<file path="src/rtl/fltw_pkg.sv">
// ----------------------------------------------------------------------------
// fltw_pkg: shared types and constants of the four-level page table walker
// Store geometry, status codes, transfer payloads, controller commands and
// datapath status.
// ----------------------------------------------------------------------------
package fltw_pkg;

  localparam int TABLES     = 64;
  localparam int DEMAND_BIT = 9;

  localparam int IDX_W   = 9;
  localparam int ENTRIES = 1 << IDX_W;
  localparam int SLOT_W  = $clog2(TABLES);
  localparam int CNT_W   = $clog2(TABLES + 1);
  localparam int ADDR_W  = SLOT_W + IDX_W;
  localparam int DEPTH   = TABLES * ENTRIES;
  localparam int ROOT_W  = 6;

  localparam logic FUNC_LOOKUP = 1'b0;
  localparam logic FUNC_MAP    = 1'b1;

  localparam logic [2:0] STS_OK       = 3'd0;
  localparam logic [2:0] STS_NOTMAP   = 3'd1;
  localparam logic [2:0] STS_NONCANON = 3'd2;
  localparam logic [2:0] STS_EXHAUST  = 3'd3;
  localparam logic [2:0] STS_BADREF   = 3'd4;

  typedef struct packed {
    logic        func;
    logic [63:0] virt_addr;
    logic [51:0] phys_frame;
    logic [11:0] page_flags;
  } req_t;

  typedef struct packed {
    logic [63:0] leaf_entry;
    logic [2:0]  status;
  } rsp_t;

  typedef enum logic [3:0] {
    ST_CLEAR,
    ST_IDLE,
    ST_CHECK,
    ST_READ,
    ST_EVAL,
    ST_ALLOC,
    ST_ZERO,
    ST_LINK,
    ST_LEAF,
    ST_LEAF_WAIT,
    ST_DONE
  } st_t;

  typedef enum logic [2:0] {
    MEM_NONE,
    MEM_READ,
    MEM_CLR,
    MEM_ZERO,
    MEM_LINK,
    MEM_LEAF
  } mem_op_t;

  typedef struct packed {
    logic       load;
    logic       finish;
    logic [2:0] fin_status;
    logic       alloc;
    logic       advance;
    logic       adv_fresh;
    logic       sweep_start;
    mem_op_t    mem_op;
    logic       emit;
  } ctl_cmd_t;

  typedef struct packed {
    logic is_map;
    logic canon_err;
    logic root_err;
    logic present;
    logic walk_ok;
    logic nxt_err;
    logic alloc_fail;
    logic level_last;
    logic row_last;
    logic store_last;
    logic out_free;
  } dp_stat_t;

endpackage

</file>
<file path="src/rtl/fltw_ctrl.sv">
// ----------------------------------------------------------------------------
// fltw_ctrl: walk sequencer
// Steps the datapath through the clearing pass, the four table levels, table
// allocation and the result transfer.
// ----------------------------------------------------------------------------
module fltw_ctrl import fltw_pkg::*; (
  input  logic     clk,
  input  logic     rst,
  input  logic     in_valid,
  output logic     in_stall,
  input  dp_stat_t stat,
  output ctl_cmd_t cmd
);

  st_t state;
  st_t state_next;

  always_ff @(posedge clk) begin
    if (rst) begin
      state <= ST_CLEAR;
    end else begin
      state <= state_next;
    end
  end

  always_comb begin
    state_next = state;
    unique case (state)
      ST_CLEAR: begin
        if (stat.store_last) state_next = ST_IDLE;
      end
      ST_IDLE: begin
        if (in_valid) state_next = ST_CHECK;
      end
      ST_CHECK: begin
        if (stat.canon_err || stat.root_err) state_next = ST_DONE;
        else state_next = ST_READ;
      end
      ST_READ: state_next = ST_EVAL;
      ST_EVAL: begin
        if (stat.is_map && !stat.present) begin
          state_next = ST_ALLOC;
        end else if ((!stat.is_map && !stat.walk_ok) || stat.nxt_err) begin
          state_next = ST_DONE;
        end else if (stat.level_last) begin
          state_next = ST_LEAF;
        end else begin
          state_next = ST_READ;
        end
      end
      ST_ALLOC: begin
        if (stat.alloc_fail) state_next = ST_DONE;
        else state_next = ST_ZERO;
      end
      ST_ZERO: begin
        if (stat.row_last) state_next = ST_LINK;
      end
      ST_LINK: begin
        if (stat.level_last) state_next = ST_LEAF;
        else state_next = ST_READ;
      end
      ST_LEAF: begin
        if (stat.is_map) state_next = ST_DONE;
        else state_next = ST_LEAF_WAIT;
      end
      ST_LEAF_WAIT: state_next = ST_DONE;
      ST_DONE: begin
        if (stat.out_free) state_next = ST_IDLE;
      end
      default: state_next = ST_CLEAR;
    endcase
  end

  always_comb begin
    cmd          = '0;
    cmd.mem_op   = MEM_NONE;
    in_stall     = 1'b1;
    unique case (state)
      ST_CLEAR: cmd.mem_op = MEM_CLR;
      ST_IDLE: begin
        in_stall = 1'b0;
        cmd.load = in_valid;
      end
      ST_CHECK: begin
        if (stat.canon_err) begin
          cmd.finish     = 1'b1;
          cmd.fin_status = STS_NONCANON;
        end else if (stat.root_err) begin
          cmd.finish     = 1'b1;
          cmd.fin_status = STS_BADREF;
        end
      end
      ST_READ: cmd.mem_op = MEM_READ;
      ST_EVAL: begin
        if (stat.is_map && !stat.present) begin
          cmd.finish = 1'b0;
        end else if (!stat.is_map && !stat.walk_ok) begin
          cmd.finish     = 1'b1;
          cmd.fin_status = STS_NOTMAP;
        end else if (stat.nxt_err) begin
          cmd.finish     = 1'b1;
          cmd.fin_status = STS_BADREF;
        end else begin
          cmd.advance = 1'b1;
        end
      end
      ST_ALLOC: begin
        cmd.alloc       = 1'b1;
        cmd.sweep_start = 1'b1;
        if (stat.alloc_fail) begin
          cmd.finish     = 1'b1;
          cmd.fin_status = STS_EXHAUST;
        end
      end
      ST_ZERO: cmd.mem_op = MEM_ZERO;
      ST_LINK: begin
        cmd.mem_op    = MEM_LINK;
        cmd.advance   = 1'b1;
        cmd.adv_fresh = 1'b1;
      end
      ST_LEAF: begin
        if (stat.is_map) begin
          cmd.mem_op     = MEM_LEAF;
          cmd.finish     = 1'b1;
          cmd.fin_status = STS_OK;
        end else begin
          cmd.mem_op = MEM_READ;
        end
      end
      ST_LEAF_WAIT: begin
        cmd.finish     = 1'b1;
        cmd.fin_status = STS_OK;
      end
      ST_DONE: cmd.emit = stat.out_free;
      default: cmd.mem_op = MEM_NONE;
    endcase
  end

endmodule

</file>
<file path="config.mk">
export PLATFORM = sky130hd
export DESIGN_NAME = fltw_ctrl
export DESIGN_NICKNAME = d
export VERILOG_FILES = /design/src/rtl/fltw_pkg.sv /design/src/rtl/fltw_ctrl.sv
export SDC_FILE = /design/constraint.sdc
export NUM_CORES = 1
export LEC_CHECK = 0
export BUFFER_PORTS_ARGS = -buffer_cell sky130_fd_sc_hd__buf_2
export CAP_MARGIN = 20
export CORE_UTILIZATION = 41
export DETAILED_ROUTE_END_ITERATION = 6
export PLACE_DENSITY = 0.84
export SLEW_MARGIN = 20
export SYNTH_ARGS = -nofsm -noshare
export SYNTH_HDL_FRONTEND = slang
export SYNTH_SLANG_ARGS = --single-unit
</file>
<file path="constraint.sdc">
create_clock -name clk -period 1.38 [get_ports clk]
set_input_delay 0.138 -clock clk [delete_from_list [all_inputs] [get_ports clk]]
set_output_delay 0.138 -clock clk [all_outputs]
set_load 0.02 [all_outputs]
</file>
==> results_dict.tcl, run 1 <==
set metrics [dict create \
    slew_violations 0 \
    clock_sinks 4 \
    die_y_um 40.91 \
    drc 0 \
    die_w_um 40.91 \
    whs_ns 0.1545 \
    fin_nets 163 \
    yosysUniqueCellTypes 40 \
    syn_area_um2 620.6 \
    multiInputGateArea_um2 659.4 \
    synthCells 89 \
    cts_tree "yes" \
    cts.htree.levels 1 \
    core_area_um2 1350 \
    layoutNonFillerInstCount 162 \
    slew_headroom_pct 70.89 \
    overflow 0 \
    ys_ff_latch 4 \
    critPathMaxFanout 4 \
    top_register "state" \
    fp-row-count 13 \
    final_common_cell "buf_4" \
    most-common-layout-cells "31 x buf_4, 18 x buf_2, 14 x buf_6" \
    cts.clk_slew.worst_paths_ns 0.05 \
    ys.flop_type "dfxtp_1" \
    critPathArrivalTime_ns 1.54 \
    place_congestion 0.8818 \
    ir_drop_mv 1.088 \
    vias_per_cell 7.006 \
    num_io_pins 28 \
    wl_mm 3.905 \
    cp-start-kind "register" \
    ys_seq_area_share_pct 12.90 \
    hold_violations 0 \
    clk_latency_ns 0.25 \
    timing.fmax_mhz 594.5 \
    setup_ws_ns -0.3021 \
    clockBufferDepth 2 \
    hold_path.class "primary input to register" \
    antenna_found_initial 0 \
    power_w 0.002315 \
    hpwl_mm 1.805 \
    fin_crit_sh_pct 121.9 \
    critPathKind "register to primary output" \
    synth_nets 103 \
    largestRegisters "state (4)" \
    die-area_um2 1673 \
    critPathBufInv 1 \
    dr.pass1.iters 5 \
    crit_path_end_kind "primary output" \
    rsz0062_at_grt "yes" \
    num-fill-cells 38 \
    grt_start_max_net_pins 11 \
    p_int_w 0.001191 \
    p_sw_w 0.001124 \
    status "finished with violations" \
    yosys_warnings 0 \
    crit_chain "nand2b_4 > or4_4 > o21ai_4 > buf_6" \
    worstPathRequired_ns 1.24 \
    post-route-min-period_ns 1.682 \
    grt_pass1_vias 927 \
    antenna_cells 0 \
    cts_inserted_buffers 3 \
    drtIter0Drc 106 \
    synth_edf_count 0 \
    cts_root_buffer "clkbuf_4" \
    crit_family "simple AND/OR/NAND/NOR gates" \
    wl_per_cell_um 24.10 \
    violations "negative setup slack" \
    setup_viol 15 \
    p_sw_share_pct 48.54 \
    power.density_nw_per_um2 1810 \
    area_growth_pct 106.0 \
    initial_core_util_pct 45.97 \
    dp_cells 149 \
    seq_area_um2 90.09 \
    vias 1135 \
    p_leak_nw 0.5666 \
    ant_nets 0 \
    p_seq_share_pct 10.5 \
    worst_pin_slew_ns 0.4321 \
    slowest_stage "or4_4" \
    placed_area_um2 967.2 \
    drive_above_1_share_pct 68.03 \
    postLayoutCellArea_um2 1279 \
    largest_reg_flops 4 \
    avgSynthCellArea_um2 6.973 \
    power_frac_comb_pct 82.1 \
    crit_path_max_incr_delay_ns 0.54 \
    portBuffers 27 \
    fin_worst_skew_ns 0.007102 \
    cap_violations 0 \
    synthArstFlopShare_pct 0 \
    grt_pass1_wl_mm 4.388 \
    cts_hold_buffers 0 \
    dp_slack_ns -0.1463 \
    clockPowerShare_pct 7.4 \
    track_usage_pct 40.49 \
]
-- metrics by stage --
| stage | TNS (ns) | util, % |
|---|---|---|
| global route | -3.404 | 94.72 |
| global placement | -0.3503 | 71.64 |
| finish | -2.935 | 94.72 |
| detailed placement | -0.7213 | 71.64 |
| floorplan | -0.1475 | - |
| CTS | -1.724 | 88.23 |
-- cell type report --
type,count,share of cell area (%)
Timing Repair Buffer,63,37.57
Inverter,2,0.5871
Multi-Input combinational cell,75,51.57
Tap cell,15,1.468
Clock buffer,3,1.761
Sequential cell,4,7.045
-- routing by layer --
| metal | up-vias | routed length, um | share of wire (%) | track usage (%) |
|---|---|---|---|---|
| met5 | - | 0 | 0 | 0 |
| met4 | 0 | 297 | 7.6 | 18.33 |
| met3 | 46 | 522 | 13 | 6.522 |
| met2 | 128 | 1794 | 46 | 71.09 |
| met1 | 508 | 1291 | 33 | 47.10 |
| li1 | 453 | - | - | - |
-- what timing repair did --
item                       CTS  global route
buffers inserted             6             4
gates cloned                 1             0
gates resized for setup     44            14
pin swaps                    6            11
setup endpoints to repair   16            18
-- cells in the mapped netlist, drive strengths merged, types with 3 or more instances --
| master | n | area [um^2] |
|---|---|---|
| dfxtp | 4 | 80.08 |
| nand3b | 4 | 30.03 |
| and3 | 4 | 25.02 |
| nand2b | 7 | 51.30 |
| a21oi | 3 | 15.01 |
| nor3 | 3 | 15.01 |
| nor2b | 5 | 31.28 |
| buf | 6 | 32.53 |
| nand2 | 4 | 15.01 |
| o21ai | 11 | 55.05 |
| nor2 | 6 | 22.52 |
-- kinds of logic after synthesis --
kind of cell	synth area share (%)
AO/OA/AOI/OAI	36.70
XOR/XNOR	1.412
buffers and inverters	7.662
flip-flops	12.90
AND/OR/NAND/NOR	41.33
-- power groups by stage --
stage	sequential [W]	clock, W	combinational (W)
after floorplan	0.000175	0	0.000765
after global placement	0.000214	0	0.00119
after detailed placement	0.000216	0	0.00123
after CTS	0.000219	0.000161	0.00159
after global routing	0.000245	0.000166	0.00198
final	0.000243	0.000171	0.00190
-- final timing paths --
| kind | start | endpoint | slack, ns | depth (start not counted) |
|---|---|---|---|---|
| min | rst | state[2] | 0.15 | 2 |
| max reg2reg | state[0] | state[0] | -0.26 | 6 |
| min reg2reg | state[3] | state[2] | 0.74 | 2 |
| max | state[1] | cmd[10] | -0.30 | 4 |
Note: power is estimated with default switching activity, not from simulation.
==> run 2: changes to the inputs <==
--- a/config.mk
+++ b/config.mk
@@ -9,8 +9,7 @@
 export CAP_MARGIN = 20
 export CORE_UTILIZATION = 41
 export DETAILED_ROUTE_END_ITERATION = 6
-export PLACE_DENSITY = 0.84
-export SLEW_MARGIN = 20
+export PLACE_DENSITY = 0.74
 export SYNTH_ARGS = -nofsm -noshare
 export SYNTH_HDL_FRONTEND = slang
 export SYNTH_SLANG_ARGS = --single-unit
==> run 2 against run 1 <==
Area after synthesis is the same. The flow now stops in global routing (5_1_grt). Synthesized cell count unchanged.
==> results_dict.tcl, run 2 <==
set metrics [dict create \
    status "aborted with a tool error" \
    haltStage "global routing (5_1_grt)" \
    tool.error "[ERROR GRT-0232] Routing congestion too high. Check the congestion heatmap in the GUI." \
    synthTopCellsByCount "11 x o21ai_0, 6 x nand2b_1, 6 x nor2_1" \
    synth_fa_ha_area_share_pct 0 \
    fp-row-count 13 \
    dp_cells 148 \
    ys_ff_latch 4 \
    worst_endpoint "cmd[10]" \
    synth_nets 103 \
    clockBufferDepth 2 \
    synth_top_area_cell "dfxtp_1" \
    yosysMostFrequentCell "o21ai_0" \
    synthTopCellsByArea "dfxtp_1 13%, o21ai_0 8.9%, nand2b_1 6.0%" \
    synth_top_family_by_area "simple AND/OR/NAND/NOR gates" \
    synthArstFlopShare_pct 0 \
    synthMuxAreaShare_pct 0 \
    ys_seq_area_share_pct 12.90 \
    track_usage_pct 71.75 \
    yosysUniqueCellTypes 40 \
    overflow 11 \
    hpwl_mm 1.638 \
    synth_edf_count 0 \
    initial_core_util_pct 45.97 \
    ys.flop_type "dfxtp_1" \
    cts_hold_buffers 0 \
    cts.htree.levels 1 \
    die_w_um 40.91 \
    synthCells 89 \
    avgSynthCellArea_um2 6.973 \
    yosys_warnings 0 \
    worst_path_end_type "top-level output" \
    portBuffers 27 \
    clock_sinks 4 \
    num_io_pins 28 \
    syn_area_um2 620.6 \
    cts_inserted_buffers 3 \
    synth_xor_xnor_area_share_pct 1.411 \
    die_y_um 40.91 \
    grt_start_max_net_pins 11 \
    yosys.area_share.simple_pct 41.33 \
    synth-compound-area-share_pct 36.69 \
    cts_root_buffer "clkbuf_4" \
    synth_top_area_share_pct 12.90 \
    place_congestion 0.8361 \
]
==> run 2: cell counts after synthesis <==
Identical to the previous run, type by type.
==> run 2: metal layers <==
| metal | GRT usage, % | GRT overflow |
|---|---|---|
| met5 | 0 | 0 |
| met1 | 71.10 | 0 |
| met2 | 89.45 | 3 |
| met4 | 86.67 | 8 |
| met3 | 47.83 | 0 |
==> run 2: stage by stage <==
stage | utilization (%) | hold slack [ns] | setup TNS (ns) | setup slack [ns] | cell area [um^2]
floorplan | - | 0.2042 | -0.1475 | -0.07854 | 659.4
global placement | 71.08 | 0.3771 | -0.6379 | -0.1202 | 959.7
detailed placement | 71.08 | 0.3756 | -0.6216 | -0.1361 | 959.7
CTS | 87.95 | 0.1263 | -1.792 | -0.3031 | 1187
==> run 2: what timing repair did <==
action | in CTS
resized for setup | 46
cloned | 0
pin swaps | 7
buffers inserted | 7
endpoints found under the setup margin | 16
==> run 2: kinds of logic after synthesis <==
logic type	Yosys count
AO/OA/AOI/OAI	32
XOR/XNOR	1
flip-flops	4
buffers and inverters	10
AND/OR/NAND/NOR	42
==> run 3: changes to the inputs <==
--- a/config.mk
+++ b/config.mk
@@ -7,9 +7,10 @@
 export LEC_CHECK = 0
 export BUFFER_PORTS_ARGS = -buffer_cell sky130_fd_sc_hd__buf_2
 export CAP_MARGIN = 20
-export CORE_UTILIZATION = 41
+export CORE_AREA = 2 2 63 65
 export DETAILED_ROUTE_END_ITERATION = 6
-export PLACE_DENSITY = 0.74
+export DIE_AREA = 0 0 65 67
+export PLACE_DENSITY_LB_ADDON = 0.15
 export SYNTH_ARGS = -nofsm -noshare
 export SYNTH_HDL_FRONTEND = slang
 export SYNTH_SLANG_ARGS = --single-unit
==> constraint.sdc (replaced) <==
create_clock -name clk -period 1.79 [get_ports clk]
set_input_delay 0.179 -clock clk [delete_from_list [all_inputs] [get_ports clk]]
set_output_delay 0.179 -clock clk [all_outputs]
set_load 0.02 [all_outputs]
==> run 3 against run 2 <==
The flow now finishes without violations.
==> results_dict.tcl, run 3 (synthesis gave the netlist of run 1 again) <==
set metrics [dict create \
    grt_busiest_layer "met2" \
    p_leak_nw 0.3988 \
    setup_viol 0 \
    power.density_nw_per_um2 1301 \
    rr_endpoint "state[0]" \
    drtIter0Drc 26 \
    fin_worst_skew_ns 0.0002450 \
    final_common_cell "buf_2" \
    cts_tree "yes" \
    place_congestion 0.8264 \
    setup_ws_ns 0.06093 \
    ant_nets 0 \
    rr_worst_depth 5 \
    grtUsageMet3_pct 1.689 \
    most-common-layout-cells "27 x buf_2, 10 x o21ai_0, 8 x buf_4" \
    critPathKind "register to primary output" \
    rsz0062_at_grt "no" \
    r2r-start "state[3]" \
    crit_path_start "state[1]" \
    drc 0 \
    hold_violations 0 \
    num-fill-cells 408 \
    post-route-min-period_ns 1.729 \
    initial_core_util_pct 17.21 \
    wl_per_cell_um 13.21 \
    tns_ns 0 \
    grt_pass1_wl_mm 3.795 \
    layoutNonFillerInstCount 168 \
    cap_violations 0 \
    clock_sinks 4 \
    wl_mm 2.220 \
    dp_slack_ns 0.1816 \
    area_growth_pct 47.98 \
    die_y_um 67 \
    cts_root_buffer "clkbuf_8" \
    worstPathRequired_ns 1.61 \
    num_io_pins 28 \
    vias_per_cell 4.821 \
    track_usage_pct 11.41 \
    largestRegisters "state (4)" \
    top_register "state" \
    core_area_um2 3606 \
    slew_violations 0 \
    dp_cells 165 \
    fin_nets 136 \
    ir_drop_mv 0.4146 \
    overflow 0 \
    timing.fmax_mhz 578.3 \
    critPathMaxFanout 6 \
    whs_ns 0.2050 \
    cts.clk_slew.worst_paths_ns 0.03 \
    slew_headroom_pct 72.02 \
    grtUsageMet2_pct 18.30 \
    cp-start-kind "register" \
    use_met1_pct 15.15 \
    die_w_um 65 \
    hpwl_mm 1.736 \
    vias 810 \
    dr.pass1.iters 4 \
    status "finished clean" \
    crit_path_end_kind "primary output" \
    fp-row-count 22 \
    clk_latency_ns 0.22 \
    cts_inserted_buffers 3 \
    clockBufferDepth 2 \
    fin_crit_sh_pct 96.60 \
    cts_hold_buffers 0 \
    crit_end "cmd[6]" \
    critPathArrivalTime_ns 1.55 \
    grt_pass1_vias 788 \
    die-area_um2 4355 \
    worst_pin_slew_ns 0.4159 \
    antenna_cells 0 \
    r2r_slack_ns 0.22 \
    drive_above_1_share_pct 43.33 \
    hold_path.class "primary input to register" \
    cts.htree.levels 1 \
    largest_reg_flops 4 \
    grt_start_max_net_pins 20 \
    portBuffers 27 \
    antenna_found_initial 0 \
]
==> run 3: where the power goes <==
| group | internal, W | switching (W) | total (W) | leakage [nW] |
|---|---|---|---|---|
| clock network | 0.000144 | 0.0000492 | 0.000193 | 0.0216 |
| registers | 0.000123 | 0.0000672 | 0.000190 | 0.0340 |
| logic | 0.000364 | 0.000447 | 0.000812 | 0.343 |
| total | 0.000631 | 0.000564 | 0.00119 | 0.399 |
==> run 3: per-stage QoR <==
stage          utilization, %  total power, W  instance area [um^2]
2_1_floorplan               -       0.0006994                 620.6
3_3_place_gp            23.73       0.0009994                 855.8
3_5_place_dp            23.73       0.0009737                 855.8
4_1_cts                 24.98        0.001178                 900.9
5_1_grt                 25.47        0.001300                 918.4
6_report                25.47        0.001195                 918.4
==> run 3: metal layers <==
metal,up-vias,part of all wire [%]
met2,27,48
li1,395,-
met3,5,4.6
met5,-,0
met1,383,46
met4,0,1.6
==> run 3: layout make-up <==
class	instances	area (um^2)	area share (%)
repair buffers	36	215.2	23.43
clock buffers	3	41.29	4.496
multi-input cells	75	510.5	55.59
well taps	48	60.06	6.540
inverters	2	7.507	0.8174
flip-flops and latches	4	83.83	9.128
==> run 3: what timing repair did <==
item,in CTS,in global routing
resized for setup,3,5
pin swaps,0,0
setup endpoints to repair,4,3
hold endpoints to repair,0,0
setup buffers,0,0
==> run 3: critical path, cell delays in order, from the launching register on <==
cell and delay [ns]:
dfxtp_1 0.33, nand2b_4 0.17, or4_1 0.51, o21bai_1 0.15, buf_2 0.17
==> run 3: how the worst min path moves through the flow <==
stage               startpoint  endpoint  slack, ns  depth (start not counted)
floorplan                  rst  state[0]       0.25                          1
global placement           rst  state[0]       0.44                          2
detailed placement         rst  state[0]       0.44                          2
CTS                        rst  state[0]       0.20                          2
global route               rst  state[0]       0.22                          2
finish                     rst  state[0]       0.20                          2
==> run 4: changes to the inputs <==
--- a/config.mk
+++ b/config.mk
@@ -5,6 +5,7 @@
 export SDC_FILE = /design/constraint.sdc
 export NUM_CORES = 1
 export LEC_CHECK = 0
+export ABC_AREA = 1
 export BUFFER_PORTS_ARGS = -buffer_cell sky130_fd_sc_hd__buf_2
 export CAP_MARGIN = 20
 export CORE_AREA = 2 2 63 65
==> run 4 against run 3 <==
First-iteration DRC count fell by 23%. Sequential cell count unchanged. Routed wire length shrank 22%. Die area is the same. Largest cell class unchanged. Largest power group unchanged.
==> results_dict.tcl, run 4 <==
set metrics [dict create \
    status "finished clean" \
    whs_ns 0.1829 \
    slew_violations 0 \
    critPathKind "register to primary output" \
    synth_top_area_share_pct 20.96 \
    ys.flop_type "dfxtp_1" \
    overflow 0 \
    synth_nets 118 \
    rsz0062_at_grt "no" \
    synthArstFlopShare_pct 0 \
    die_w_um 65 \
    dr.pass1.iters 4 \
    power.density_nw_per_um2 1307 \
    fin_worst_skew_ns 0.001050 \
    post-route-min-period_ns 1.667 \
    cts.htree.levels 1 \
    top_register "state" \
    synthTopCellsByArea "nand2_1 21%, dfxtp_1 15%, inv_1 15%" \
    synth_edf_count 0 \
    fin_nets 150 \
    drc 0 \
    critPathMaxFanout 4 \
    final_util_pct 21.06 \
    p_leak_nw 0.4487 \
    largestRegisters "state (4)" \
    num-fill-cells 445 \
    hold_violations 0 \
    cts_root_buffer "clkbuf_8" \
    vias 712 \
    synthCells 104 \
    avgSynthCellArea_um2 4.993 \
    wl_mm 1.725 \
    area_growth_pct 46.26 \
    vias_per_cell 3.912 \
    core_area_um2 3606 \
    most-common-layout-cells "29 x nand2_1, 27 x buf_2, 21 x inv_1" \
    antenna_found_initial 0 \
    grt_start_max_net_pins 7 \
    cts_inserted_buffers 3 \
    ir_drop_mv 0.2324 \
    ys_ff_latch 4 \
    ant_nets 0 \
    timing.fmax_mhz 599.9 \
    die-area_um2 4355 \
    final_common_cell "nand2_1" \
    critPathArrivalTime_ns 1.49 \
    tns_ns 0 \
    hold_path.class "primary input to register" \
    cts_tree "yes" \
    grt_pass1_wl_mm 2.856 \
    clk_latency_ns 0.21 \
    ys_seq_area_share_pct 15.42 \
    yosysMostFrequentCell "nand2_1" \
    wl_per_cell_um 9.478 \
    dp_slack_ns 0.2688 \
    worstPathRequired_ns 1.61 \
    synthTopCellsByCount "29 x nand2_1, 21 x inv_1, 18 x nor2_1" \
    hpwl_mm 1.520 \
    largest_reg_flops 4 \
    crit_path_end_kind "primary output" \
    synth_top_area_cell "nand2_1" \
    clockBufferDepth 2 \
    fp-row-count 22 \
    setup_viol 0 \
    slew_headroom_pct 78.33 \
    setup_ws_ns 0.1230 \
    seq_area_um2 81.33 \
    place_congestion 0.7723 \
    cap_violations 0 \
    yosysUniqueCellTypes 17 \
    syn_area_um2 519.2 \
    cts.clk_slew.worst_paths_ns 0.03 \
    antenna_cells 0 \
    fin_crit_sh_pct 93.13 \
    yosys_warnings 0 \
    initial_core_util_pct 14.40 \
    worst_pin_slew_ns 0.3238 \
    portBuffers 27 \
    multiInputGateArea_um2 355.3 \
    grt_pass1_vias 670 \
    die_y_um 67 \
    cp-start-kind "register" \
    drtIter0Drc 20 \
    num_io_pins 28 \
    power_w 0.0009928 \
    drive_above_1_share_pct 28.36 \
    track_usage_pct 8.393 \
    clock_sinks 4 \
]
==> run 4: kinds of logic (layout without fill, tap and decap cells) <==
group                  Yosys count  after routing  synth area share [%]
AO/OA/AOI/OAI                   14             14                 14.94
buffers and inverters           22             52                 16.63
flip-flops                       4              4                 15.42
AND/OR/NAND/NOR                 64             64                 53.01
==> run 4: worst paths after layout <==
check	startpoint	to	slack, ns	cells past startpoint
max	state[3]	cmd[11]	0.12	7
min	rst	state[1]	0.18	2
max reg2reg	state[2]	state[1]	0.45	8
min reg2reg	state[1]	state[1]	0.52	2
==> run 4: what timing repair did <==
item / 4_1_cts / 5_1_grt
endpoints found under the setup margin: 0 / 1
resized for setup: 0 / 2
hold buffers: 0 / 0
buffers inserted: 0 / 0
==> run 4: power breakdown <==
| group | internal, W | total [W] | switching [W] |
|---|---|---|---|
| sequential | 0.000124 | 0.000166 | 0.0000414 |
| combinational | 0.000218 | 0.000641 | 0.000423 |
| clock | 0.000143 | 0.000186 | 0.0000434 |
| total | 0.000486 | 0.000993 | 0.000507 |
==> run 4: per-layer routing <==
layer	GRT usage, %	vias to the layer above	share of wire (%)
li1	-	383	-
met1	10.74	308	49
met2	14.18	19	46
met3	2.196	2	4.2
met4	1.596	0	1.0
met5	0	-	0
==> run 4: layout make-up <==
| class | count | area share [%] |
|---|---|---|
| tap | 48 | 7.908 |
| timing repair buffer | 28 | 18.78 |
| sequential | 4 | 10.71 |
| clock buffer | 3 | 5.437 |
| inverter | 21 | 10.38 |
| multi-input combinational | 78 | 46.79 |
==> run 4: critical path, stage by stage (launching register included) <==
cell     delay, ns
dfxtp_1       0.32
inv_1         0.12
nand2_1       0.11
nor2_2        0.18
nand2_1       0.13
o21ai_1       0.14
a211o_1       0.12
buf_2         0.15
==> run 4: through the flow <==
step                instances  area, um^2
floorplan                 104       519.2
global placement          179       714.4
detailed placement        179       714.4
CTS                       182       755.7
global route              182       759.5
finish                    182       759.5
